File: config.mk
export PLATFORM = sky130hd
export DESIGN_NAME = double_tap_wake_detector
export DESIGN_NICKNAME = d
export VERILOG_FILES = /design/src/hdl/dtw_pkg.sv /design/src/hdl/dtw_csr.sv /design/src/hdl/double_tap_wake_detector.sv
export SDC_FILE = /design/constraint.sdc
export NUM_CORES = 2
export LEC_CHECK = 0
export CAP_MARGIN = 20
export CORE_MARGIN = 2
export CORE_UTILIZATION = 26
export DETAILED_ROUTE_END_ITERATION = 16
export DONT_BUFFER_PORTS = 1
export GPL_ROUTABILITY_DRIVEN = 0
export SLEW_MARGIN = 20
export SYNTH_ARGS = -nofsm -noshare
export SYNTH_HDL_FRONTEND = slang
export SYNTH_SLANG_ARGS = --single-unit
export TNS_END_PERCENT = 30
File: constraint.sdc
create_clock -name clock -period 35.4 [get_ports clock]
set_input_delay 5.31 -clock clock [delete_from_list [all_inputs] [get_ports clock]]
set_output_delay 5.31 -clock clock [all_outputs]
set_load 0.03 [all_outputs]
File: src/hdl/dtw_pkg.sv
// dtw_pkg: shared types and constants of the double tap wake detector
// used by dtw_csr and double_tap_wake_detector; no dependencies

package dtw_pkg;

   // configuration register widths
   localparam int RADIUS_W = 12;
   localparam int WINDOW_W = 16;
   localparam int AREA_W   = 12;
   localparam int MODE_W   = 2;
   localparam int OPT_W    = 3;

   // register file geometry
   localparam int CSR_DATA_W = 32;
   localparam int CSR_ADDR_W = 5;
   localparam int CSR_IDX_W  = 3;

   // event and result widths
   localparam int KIND_W  = 2;
   localparam int TIME_W  = 32;
   localparam int WAKE_W  = 2;
   localparam int COUNT_W = 4;

   // register indexes
   localparam logic [CSR_IDX_W-1:0] REG_TAP_RADIUS    = 3'd0;
   localparam logic [CSR_IDX_W-1:0] REG_TAP_WINDOW_MS = 3'd1;
   localparam logic [CSR_IDX_W-1:0] REG_AREA_LEFT     = 3'd2;
   localparam logic [CSR_IDX_W-1:0] REG_AREA_RIGHT    = 3'd3;
   localparam logic [CSR_IDX_W-1:0] REG_AREA_TOP      = 3'd4;
   localparam logic [CSR_IDX_W-1:0] REG_AREA_BOTTOM   = 3'd5;
   localparam logic [CSR_IDX_W-1:0] REG_REGION_MODE   = 3'd6;
   localparam logic [CSR_IDX_W-1:0] REG_OPTION_BITS   = 3'd7;

   // register reset values
   localparam logic [RADIUS_W-1:0] RST_TAP_RADIUS    = 12'd80;
   localparam logic [WINDOW_W-1:0] RST_TAP_WINDOW_MS = 16'd350;
   localparam logic [AREA_W-1:0]   RST_AREA_LEFT     = 12'd0;
   localparam logic [AREA_W-1:0]   RST_AREA_RIGHT    = 12'd720;
   localparam logic [AREA_W-1:0]   RST_AREA_TOP      = 12'd0;
   localparam logic [AREA_W-1:0]   RST_AREA_BOTTOM   = 12'd1280;
   localparam logic [MODE_W-1:0]   RST_REGION_MODE   = 2'd0;
   localparam logic [OPT_W-1:0]    RST_OPTION_BITS   = 3'd4;

   // option bit positions
   localparam int OPT_INVERT_AREA = 0;
   localparam int OPT_ALLOW_CALL  = 1;
   localparam int OPT_DOUBLE_TAP  = 2;

   // region modes
   localparam logic [MODE_W-1:0] MODE_AREA   = 2'd0;
   localparam logic [MODE_W-1:0] MODE_BUTTON = 2'd1;
   localparam logic [MODE_W-1:0] MODE_BOTH   = 2'd2;

   // event kinds
   localparam logic [KIND_W-1:0] KIND_POSITION = 2'd0;
   localparam logic [KIND_W-1:0] KIND_LIFT     = 2'd1;
   localparam logic [KIND_W-1:0] KIND_SLOT     = 2'd2;

   // wake codes
   localparam logic [WAKE_W-1:0] WAKE_NONE   = 2'd0;
   localparam logic [WAKE_W-1:0] WAKE_DOUBLE = 2'd1;
   localparam logic [WAKE_W-1:0] WAKE_POCKET = 2'd2;

   // saturation limit of the pocket tap count
   localparam logic [COUNT_W-1:0] COUNT_MAX = 4'd15;

   // live configuration handed from the register file to the datapath
   typedef struct packed {
      logic [RADIUS_W-1:0] tap_radius;
      logic [WINDOW_W-1:0] tap_window_ms;
      logic [AREA_W-1:0]   area_left;
      logic [AREA_W-1:0]   area_right;
      logic [AREA_W-1:0]   area_top;
      logic [AREA_W-1:0]   area_bottom;
      logic [MODE_W-1:0]   region_mode;
      logic [OPT_W-1:0]    option_bits;
   } cfg_type;

endpackage

File: src/hdl/dtw_csr.sv
// dtw_csr: register file of the double tap wake detector behind an apb style port
// depends on dtw_pkg

module dtw_csr (
   input  logic                                 clock,
   input  logic                                 reset,
   input  logic                                 psel,
   input  logic                                 penable,
   input  logic                                 pwrite,
   input  logic [dtw_pkg::CSR_ADDR_W-1:0]       paddr,
   input  logic [dtw_pkg::CSR_DATA_W-1:0]       pwdata,
   output logic [dtw_pkg::CSR_DATA_W-1:0]       prdata,
   output logic                                 pready,
   output dtw_pkg::cfg_type                     cfg
);

   dtw_pkg::cfg_type                cfg_ff;
   logic                            wr_en;
   logic [dtw_pkg::CSR_IDX_W-1:0]   idx;

   assign pready = 1'b1;
   assign wr_en  = psel && penable && pwrite && pready;
   assign idx    = paddr[dtw_pkg::CSR_ADDR_W-1:2];
   assign cfg    = cfg_ff;

   // register writes on the access phase of a write transaction
   always_ff @(posedge clock) begin
      if (reset) begin
         cfg_ff.tap_radius    <= dtw_pkg::RST_TAP_RADIUS;
         cfg_ff.tap_window_ms <= dtw_pkg::RST_TAP_WINDOW_MS;
         cfg_ff.area_left     <= dtw_pkg::RST_AREA_LEFT;
         cfg_ff.area_right    <= dtw_pkg::RST_AREA_RIGHT;
         cfg_ff.area_top      <= dtw_pkg::RST_AREA_TOP;
         cfg_ff.area_bottom   <= dtw_pkg::RST_AREA_BOTTOM;
         cfg_ff.region_mode   <= dtw_pkg::RST_REGION_MODE;
         cfg_ff.option_bits   <= dtw_pkg::RST_OPTION_BITS;
      end else if (wr_en) begin
         case (idx)
            dtw_pkg::REG_TAP_RADIUS:    cfg_ff.tap_radius    <= pwdata[dtw_pkg::RADIUS_W-1:0];
            dtw_pkg::REG_TAP_WINDOW_MS: cfg_ff.tap_window_ms <= pwdata[dtw_pkg::WINDOW_W-1:0];
            dtw_pkg::REG_AREA_LEFT:     cfg_ff.area_left     <= pwdata[dtw_pkg::AREA_W-1:0];
            dtw_pkg::REG_AREA_RIGHT:    cfg_ff.area_right    <= pwdata[dtw_pkg::AREA_W-1:0];
            dtw_pkg::REG_AREA_TOP:      cfg_ff.area_top      <= pwdata[dtw_pkg::AREA_W-1:0];
            dtw_pkg::REG_AREA_BOTTOM:   cfg_ff.area_bottom   <= pwdata[dtw_pkg::AREA_W-1:0];
            dtw_pkg::REG_REGION_MODE:   cfg_ff.region_mode   <= pwdata[dtw_pkg::MODE_W-1:0];
            dtw_pkg::REG_OPTION_BITS:   cfg_ff.option_bits   <= pwdata[dtw_pkg::OPT_W-1:0];
            default: ;
         endcase
      end
   end

   // read back, zero extended
   always_comb begin
      case (idx)
         dtw_pkg::REG_TAP_RADIUS:    prdata = dtw_pkg::CSR_DATA_W'(cfg_ff.tap_radius);
         dtw_pkg::REG_TAP_WINDOW_MS: prdata = dtw_pkg::CSR_DATA_W'(cfg_ff.tap_window_ms);
         dtw_pkg::REG_AREA_LEFT:     prdata = dtw_pkg::CSR_DATA_W'(cfg_ff.area_left);
         dtw_pkg::REG_AREA_RIGHT:    prdata = dtw_pkg::CSR_DATA_W'(cfg_ff.area_right);
         dtw_pkg::REG_AREA_TOP:      prdata = dtw_pkg::CSR_DATA_W'(cfg_ff.area_top);
         dtw_pkg::REG_AREA_BOTTOM:   prdata = dtw_pkg::CSR_DATA_W'(cfg_ff.area_bottom);
         dtw_pkg::REG_REGION_MODE:   prdata = dtw_pkg::CSR_DATA_W'(cfg_ff.region_mode);
         dtw_pkg::REG_OPTION_BITS:   prdata = dtw_pkg::CSR_DATA_W'(cfg_ff.option_bits);
         default:                    prdata = '0;
      endcase
   end

endmodule

File: src/hdl/double_tap_wake_detector.sv
// double_tap_wake_detector: top level of the double tap / pocket wake gesture detector
// depends on dtw_pkg and dtw_csr
//
//   channel   direction  handshake              payload
//   req       in         req_valid / req_stall  req_kind req_pos_x req_pos_y req_time_ms
//                                               req_screen_off req_in_call req_pocketed
//   rsp       out        rsp_valid / rsp_stall  rsp_wake
//   csr       in/out     psel penable pwrite    paddr pwdata prdata pready
//
// one transaction per cycle sustained while the result register is not stalled
// an input register holds the event, the gesture state and result register update together
// reset (synchronous) clears the gesture state, sets the lift flag and loads register defaults
// req_stall rises only while the input register is full and the result register is stalled

module double_tap_wake_detector #(
   parameter int POCKET_TAPS      = 4,
   parameter int POCKET_WINDOW_MS = 550,
   parameter int BUTTON_ROW_Y     = 1920,
   parameter int POCKET_ROW_LIMIT = 1280,
   parameter int COORD_BITS       = 12
) (
   input  logic                                 clock,
   input  logic                                 reset,
   // input transactions
   input  logic                                 req_valid,
   output logic                                 req_stall,
   input  logic [dtw_pkg::KIND_W-1:0]           req_kind,
   input  logic [COORD_BITS-1:0]                req_pos_x,
   input  logic [COORD_BITS-1:0]                req_pos_y,
   input  logic [dtw_pkg::TIME_W-1:0]           req_time_ms,
   input  logic                                 req_screen_off,
   input  logic                                 req_in_call,
   input  logic                                 req_pocketed,
   // result transactions
   output logic                                 rsp_valid,
   input  logic                                 rsp_stall,
   output logic [dtw_pkg::WAKE_W-1:0]           rsp_wake,
   // configuration
   input  logic                                 psel,
   input  logic                                 penable,
   input  logic                                 pwrite,
   input  logic [dtw_pkg::CSR_ADDR_W-1:0]       paddr,
   input  logic [dtw_pkg::CSR_DATA_W-1:0]       pwdata,
   output logic [dtw_pkg::CSR_DATA_W-1:0]       prdata,
   output logic                                 pready
);

   // compare widths: coordinates against 12 bit registers, squared distance
   localparam int AW   = (COORD_BITS > dtw_pkg::AREA_W) ? COORD_BITS : dtw_pkg::AREA_W;
   localparam int SQ_W = (2 * COORD_BITS + 1 > 2 * dtw_pkg::RADIUS_W) ?
                         2 * COORD_BITS + 1 : 2 * dtw_pkg::RADIUS_W;

   dtw_pkg::cfg_type cfg;

   dtw_csr u_csr (
      .clock   (clock),
      .reset   (reset),
      .psel    (psel),
      .penable (penable),
      .pwrite  (pwrite),
      .paddr   (paddr),
      .pwdata  (pwdata),
      .prdata  (prdata),
      .pready  (pready),
      .cfg     (cfg)
   );

   // input register
   logic                           s1_valid_ff;
   logic [dtw_pkg::KIND_W-1:0]     s1_kind_ff;
   logic [COORD_BITS-1:0]          s1_x_ff;
   logic [COORD_BITS-1:0]          s1_y_ff;
   logic [dtw_pkg::TIME_W-1:0]     s1_time_ff;
   logic                           s1_screen_off_ff;
   logic                           s1_in_call_ff;
   logic                           s1_pocketed_ff;

   // gesture state
   logic                           first_seen_ff, first_seen_in;
   logic [dtw_pkg::TIME_W-1:0]     first_time_ff, first_time_in;
   logic [COORD_BITS-1:0]          first_x_ff, first_x_in;
   logic [COORD_BITS-1:0]          first_y_ff, first_y_in;
   logic                           lifted_ff, lifted_in;
   logic [dtw_pkg::COUNT_W-1:0]    pocket_cnt_ff, pocket_cnt_in;
   logic [dtw_pkg::TIME_W-1:0]     pocket_start_ff, pocket_start_in;

   // result register
   logic                           rsp_valid_ff;
   logic [dtw_pkg::WAKE_W-1:0]     rsp_wake_ff;
   logic [dtw_pkg::WAKE_W-1:0]     wake_in;

   logic                           s1_adv;
   logic                           req_take;

   // stage advance: result register empty or being drained
   assign s1_adv    = s1_valid_ff && (!rsp_valid_ff || !rsp_stall);
   assign req_stall = s1_valid_ff && !s1_adv;
   assign req_take  = req_valid && !req_stall;
   assign rsp_valid = rsp_valid_ff;
   assign rsp_wake  = rsp_wake_ff;

   // datapath signals
   logic                           gated;
   logic [AW-1:0]                  xa, ya;
   logic                           button_hit, area_mode, in_area, region_hit;
   logic [COORD_BITS-1:0]          dx, dy;
   logic [SQ_W-1:0]                dist_sq, radius_sq;
   logic                           close_enough, in_window;
   logic [dtw_pkg::TIME_W-1:0]     tap_elapsed, pocket_elapsed;
   logic [dtw_pkg::COUNT_W-1:0]    cnt_inc;

   // region qualification
   always_comb begin
      xa         = AW'(s1_x_ff);
      ya         = AW'(s1_y_ff);
      button_hit = (cfg.region_mode == dtw_pkg::MODE_BUTTON ||
                    cfg.region_mode == dtw_pkg::MODE_BOTH) && (ya > AW'(BUTTON_ROW_Y));
      area_mode  = (cfg.region_mode == dtw_pkg::MODE_AREA ||
                    cfg.region_mode == dtw_pkg::MODE_BOTH);
      if (!cfg.option_bits[dtw_pkg::OPT_INVERT_AREA]) begin
         in_area = xa >= AW'(cfg.area_left) && xa <= AW'(cfg.area_right) &&
                   ya >= AW'(cfg.area_top) && ya <= AW'(cfg.area_bottom);
      end else begin
         in_area = xa <= AW'(cfg.area_left) || xa >= AW'(cfg.area_right) ||
                   ya <= AW'(cfg.area_top) || ya >= AW'(cfg.area_bottom);
      end
      region_hit = button_hit || (area_mode && in_area);
   end

   // distance and timing tests against the first tap
   always_comb begin
      dx           = (s1_x_ff > first_x_ff) ? s1_x_ff - first_x_ff : first_x_ff - s1_x_ff;
      dy           = (s1_y_ff > first_y_ff) ? s1_y_ff - first_y_ff : first_y_ff - s1_y_ff;
      dist_sq      = SQ_W'(dx) * SQ_W'(dx) + SQ_W'(dy) * SQ_W'(dy);
      radius_sq    = SQ_W'(cfg.tap_radius) * SQ_W'(cfg.tap_radius);
      close_enough = dist_sq < radius_sq;
      tap_elapsed  = s1_time_ff - first_time_ff;
      in_window    = tap_elapsed < dtw_pkg::TIME_W'(cfg.tap_window_ms);
      pocket_elapsed = s1_time_ff - pocket_start_ff;
      cnt_inc      = (pocket_cnt_ff < dtw_pkg::COUNT_MAX) ? pocket_cnt_ff + 1'b1 : pocket_cnt_ff;
   end

   // next gesture state and result for the transaction in the input register
   always_comb begin
      first_seen_in   = first_seen_ff;
      first_time_in   = first_time_ff;
      first_x_in      = first_x_ff;
      first_y_in      = first_y_ff;
      lifted_in       = lifted_ff;
      pocket_cnt_in   = pocket_cnt_ff;
      pocket_start_in = pocket_start_ff;
      wake_in         = dtw_pkg::WAKE_NONE;
      gated = (s1_in_call_ff && !cfg.option_bits[dtw_pkg::OPT_ALLOW_CALL]) || !s1_screen_off_ff;
      if (!gated) begin
         case (s1_kind_ff)
            dtw_pkg::KIND_SLOT: begin
               first_seen_in = 1'b0;
               first_time_in = '0;
               first_x_in    = '0;
               first_y_in    = '0;
            end
            dtw_pkg::KIND_LIFT: begin
               lifted_in = 1'b1;
            end
            dtw_pkg::KIND_POSITION: begin
               if (s1_pocketed_ff) begin
                  // pocket mode: count taps near the top
                  if (lifted_ff && (AW'(s1_y_ff) < AW'(POCKET_ROW_LIMIT))) begin
                     lifted_in     = 1'b0;
                     pocket_cnt_in = cnt_inc;
                     if (cnt_inc == dtw_pkg::COUNT_W'(1)) begin
                        pocket_start_in = s1_time_ff;
                     end else if (cnt_inc == dtw_pkg::COUNT_W'(POCKET_TAPS) &&
                                  pocket_elapsed < dtw_pkg::TIME_W'(POCKET_WINDOW_MS)) begin
                        wake_in         = dtw_pkg::WAKE_POCKET;
                        pocket_cnt_in   = '0;
                        pocket_start_in = '0;
                     end else if (pocket_elapsed > dtw_pkg::TIME_W'(POCKET_WINDOW_MS)) begin
                        pocket_cnt_in = '0;
                     end
                  end
               end else begin
                  pocket_cnt_in = '0;
                  // double tap: second tap close in space and time
                  if (region_hit && lifted_ff) begin
                     lifted_in = 1'b0;
                     if (first_seen_ff && close_enough && in_window &&
                         cfg.option_bits[dtw_pkg::OPT_DOUBLE_TAP]) begin
                        wake_in       = dtw_pkg::WAKE_DOUBLE;
                        first_seen_in = 1'b0;
                        first_time_in = '0;
                        first_x_in    = '0;
                        first_y_in    = '0;
                     end else begin
                        first_seen_in = 1'b1;
                        first_time_in = s1_time_ff;
                        first_x_in    = s1_x_ff;
                        first_y_in    = s1_y_ff;
                     end
                  end
               end
            end
            default: ;
         endcase
      end
   end

   // input register
   always_ff @(posedge clock) begin
      if (reset) begin
         s1_valid_ff <= 1'b0;
      end else if (req_take) begin
         s1_valid_ff <= 1'b1;
      end else if (s1_adv) begin
         s1_valid_ff <= 1'b0;
      end
      if (req_take) begin
         s1_kind_ff       <= req_kind;
         s1_x_ff          <= req_pos_x;
         s1_y_ff          <= req_pos_y;
         s1_time_ff       <= req_time_ms;
         s1_screen_off_ff <= req_screen_off;
         s1_in_call_ff    <= req_in_call;
         s1_pocketed_ff   <= req_pocketed;
      end
   end

   // gesture state and result register
   always_ff @(posedge clock) begin
      if (reset) begin
         first_seen_ff   <= 1'b0;
         first_time_ff   <= '0;
         first_x_ff      <= '0;
         first_y_ff      <= '0;
         lifted_ff       <= 1'b1;
         pocket_cnt_ff   <= '0;
         pocket_start_ff <= '0;
         rsp_valid_ff    <= 1'b0;
      end else begin
         if (s1_adv) begin
            first_seen_ff   <= first_seen_in;
            first_time_ff   <= first_time_in;
            first_x_ff      <= first_x_in;
            first_y_ff      <= first_y_in;
            lifted_ff       <= lifted_in;
            pocket_cnt_ff   <= pocket_cnt_in;
            pocket_start_ff <= pocket_start_in;
            rsp_valid_ff    <= 1'b1;
         end else if (!rsp_stall) begin
            rsp_valid_ff    <= 1'b0;
         end
      end
      if (s1_adv) begin
         rsp_wake_ff <= wake_in;
      end
   end

`ifndef SYNTHESIS
   // a pocket wake empties the tap count
   a_pocket_clears: assert property (@(posedge clock) disable iff (reset)
      (s1_adv && wake_in == dtw_pkg::WAKE_POCKET) |=> (pocket_cnt_ff == '0))
      else $error("pocket wake did not clear the tap count");

   // a double tap wake forgets the first tap
   a_double_clears: assert property (@(posedge clock) disable iff (reset)
      (s1_adv && wake_in == dtw_pkg::WAKE_DOUBLE) |=> !first_seen_ff)
      else $error("double tap wake left a first tap behind");

   // a gated event leaves the gesture state alone
   a_gated_stable: assert property (@(posedge clock) disable iff (reset)
      (s1_adv && gated) |=> ($stable(first_seen_ff) && $stable(lifted_ff) &&
                             $stable(pocket_cnt_ff)))
      else $error("gated event changed the gesture state");

   // a held transaction is not dropped from the input register
   a_no_drop: assert property (@(posedge clock) disable iff (reset)
      (s1_valid_ff && !s1_adv) |=> s1_valid_ff)
      else $error("stalled transaction lost from the input register");

   // a wake is only reported for a lift-qualified tap
   a_wake_needs_lift: assert property (@(posedge clock) disable iff (reset)
      (s1_adv && wake_in != dtw_pkg::WAKE_NONE) |-> lifted_ff)
      else $error("wake without a preceding contact lift");
`endif

endmodule
==> impl_metrics.py <==
metrics = {
    "timing": {
        "fmax_ghz": 0.0750,
        "maxSlewHeadroom_pct": 26.3,
        "max_slew.worst_pin.slew_ns": 1.08,
        "period_needed_ns": 13.33,
        "finalCritPeriodShare_pct": 37.7,
        "clock_skew_ns": 0.0235,
        "tns_ns": 0,
        "grt_setup_unrepaired": "false",
        "whs_ns": 0.456,
        "drv_slew": 0,
        "finalSetupViolCount": 0,
        "hold_violations": 0,
    },
    "critical_path": {
        "critPathMaxFanout": 29,
        "cpPeakStageDelay_ns": 0.74,
        "timing.rr.start": "s1_y_ff[9]",
        "path_class": "register to register",
        "required_ns": 35.82,
        "crit_slowest_cell": "nor2_1",
        "r2r-end": "rsp_wake[0]",
        "r2r_cells": 43,
        "startpoint": "s1_y_ff[9]",
        "cp_common_cell": "fa_1",
        "critPathLaunchType": "register",
        "setup.worst_path.end": "rsp_wake[0]",
        "r2r_slack_ns": 22.07,
        "setup.worst_path.end_class": "register",
        "cp.arrival_ns": 13.75,
    },
    "clock_network": {
        "cts_setup_buffers": 0,
        "clkTransAtPathRegs_ns": 0.06,
        "cts_tree": "built",
        "clock-sinks": 240,
        "htreeDepth": 1,
        "clk_latency_ns": 0.59,
        "holdBufCountCts": 0,
        "clockRootBuffer": "clkbuf_16",
        "ctsResizeCount": 0,
        "cts_buffer_depth": 3,
        "numCtsBuffers": 30,
    },
    "synth": {
        "yosysTopAreaCell": "fa_1",
        "synth_seq_cells": 240,
        "synth_top_cells_by_count": "inv_1, ha_1, nand2_1",
        "syn_inst": 3423,
        "synth_edf_count": 63,
        "synth_flop_cell": "dfxtp_1",
        "yosysMostFrequentCell": "inv_1",
        "synth.distinct_cells": 88,
        "syn-cell-area_mm2": 0.0293,
        "async_reset_ff_share_pct": 0,
        "ys_warn_count": 0,
        "netlist.area_leader.share_pct": 19.6,
        "syn_area_per_cell_um2": 8.55,
        "yosysSeqAreaShare_pct": 18.6,
        "synth_area_leaders": "fa_1, ha_1, dfxtp_1",
    },
    "drt": {
        "wl_um": 80300,
        "dr.pass1.iters": 8,
        "vias": 23500,
        "drt-initial-drc-count": 1732,
        "avgViaCountPerCell": 4.83,
        "wl_per_cell_um": 16.5,
        "drc_errors": 0,
        "ant_nets": 0,
    },
    "global_routing": {
        "grt.overflow.total": 0,
        "grt_pass1_vias": 23200,
        "antenna_found_initial": 27,
        "grt_usage_pct": 13.7,
        "grt_max_degree": 117,
        "grt_pass1_wl_um": 128000,
    },
    "floorplanning": {
        "start_util_pct": 26.1,
        "die_width_um": 339,
        "design.die.area_mm2": 0.115,
        "rows": 123,
        "die_h_um": 339,
        "fp.coreArea_mm2": 0.112,
        "ios": 142,
    },
    "outcome": {
        "status": "finished, final reports clean",
    },
    "final_layout": {
        "multi_input_area_mm2": 0.0211,
        "register_area_mm2": 0.00544,
        "utilization_pct": 28.4,
        "area_growth_pct": 8.80,
        "fin_nets": 4093,
        "fill_cells": 12100,
        "drive_gt1_share_pct": 4.13,
    },
    "placed_design": {
        "port_buffers": 0,
        "post-dp-hpwl_um": 63800,
    },
    "worst_hold_path": {
        "hold_class": "register to register",
    },
    "flow_run": {
        "drv_cap": 0,
    },
}
## placed cells by master (no fill, tap or decap), drive strengths merged, types with 12 or more instances in the layout
master   Yosys  routed
o2bb2ai     58      58
xnor2       61      61
mux2i       38      38
a21oi      203     203
a22oi       16      16
nor2b       45      45
o21bai      16      16
nor3        48      48
fa         286     286
or2         22      22
edfxtp      63      63
o21a        32      32
inv        575     577
nor2       220     220
o211ai      53      53
nand2b      35      35
clkinv       4      12
xor2        44      44
nand2      307     307
clkbuf     127      36
and2        57      57
buf         34      31
ha         362     362
o31ai       14      14
nand3       59      59
a32oi       23      23
a21o        80      80
o21ai       93      93
a31oi       19      19
nand4       75      75
o22ai       12      12
dfxtp      177     177
a211oi      17      17
conb         2      17
and3        15      15
## routing by layer
layer	up-vias	GRT usage, %	wire length [um]
met4	16	3.54	2040
met2	584	22.7	37100
met5	-	0	103
li1	11300	-	-
met3	114	1.75	5420
met1	11500	18.9	35600
## flip-flops by register name, summed over array words and instances, names as in the netlist
name and flops:
s1_valid_ff 1, s1_time_ff 32, s1_pocketed_ff 1, s1_y_ff 12, lifted_ff 1, s1_in_call_ff 1
first_time_ff 32, s1_x_ff 12, rsp_valid 1, rsp_wake 2, s1_screen_off_ff 1, first_seen_ff 1
first_x_ff 12, first_y_ff 12, pocket_cnt_ff 4, u_csr.cfg 81, pocket_start_ff 32, s1_kind_ff 2
## stage by stage
stage	area [um2]	worst slack, ns	std cells
finish	31800	22.07	4872
global placement	30800	22.29	4808
global route	31800	21.14	4864
CTS	31800	22.12	4864
detailed placement	30800	22.20	4808
floorplan	29300	23.14	3438
## worst max-delay path, delay by kind of cell (launching register included)
kind,cells,cell delay [ns]
buffers and inverters,6,0.83
flip-flops,1,0.62
multiplexers,1,0.41
adder cells (fa/ha/maj),10,4.57
AND/OR/NAND/NOR,13,3.06
XOR/XNOR,2,0.67
AO/OA/AOI/OAI,11,3.01
## cell type report
| class | count | share of cell area [%] |
|---|---|---|
| clock inverter | 20 | 0.680 |
| sequential | 240 | 17.1 |
| multi-input combinational | 2458 | 66.2 |
| antenna | 8 | 0.0629 |
| clock buffer | 36 | 2.53 |
| inverter | 579 | 6.83 |
| tap | 1500 | 5.90 |
| timing repair buffer | 31 | 0.743 |
## how the worst min path moves through the flow
stage          cells after the start  slack [ns]         startpoint                 to
2_1_floorplan                      1        0.43  first_time_ff[10]  first_time_ff[10]
3_3_place_gp                       2        0.44      u_csr.cfg[66]      u_csr.cfg[66]
3_5_place_dp                       2        0.44      u_csr.cfg[68]      u_csr.cfg[68]
4_1_cts                            2        0.45      u_csr.cfg[34]      u_csr.cfg[34]
5_1_grt                            2        0.47      u_csr.cfg[23]      u_csr.cfg[23]
6_report                           2        0.46      u_csr.cfg[62]      u_csr.cfg[62]
## logic make-up (layout without fill, tap and decap cells)
family | after synthesis | after routing | synth area share, %
XOR/XNOR | 105 | 105 | 3.19
AO/OA/AOI/OAI | 719 | 719 | 16.7
buffers and inverters | 740 | 666 | 9.82
flip-flops | 240 | 240 | 18.6
adder cells (fa/ha/maj) | 648 | 648 | 35.0
AND/OR/NAND/NOR | 923 | 923 | 15.0
other | 2 | 25 | 0.0257
multiplexers | 46 | 46 | 1.62
Power is left out: the tool's default activity adds up to more than one toggle a clock period on the data nets, which glitch-free logic cannot reach.
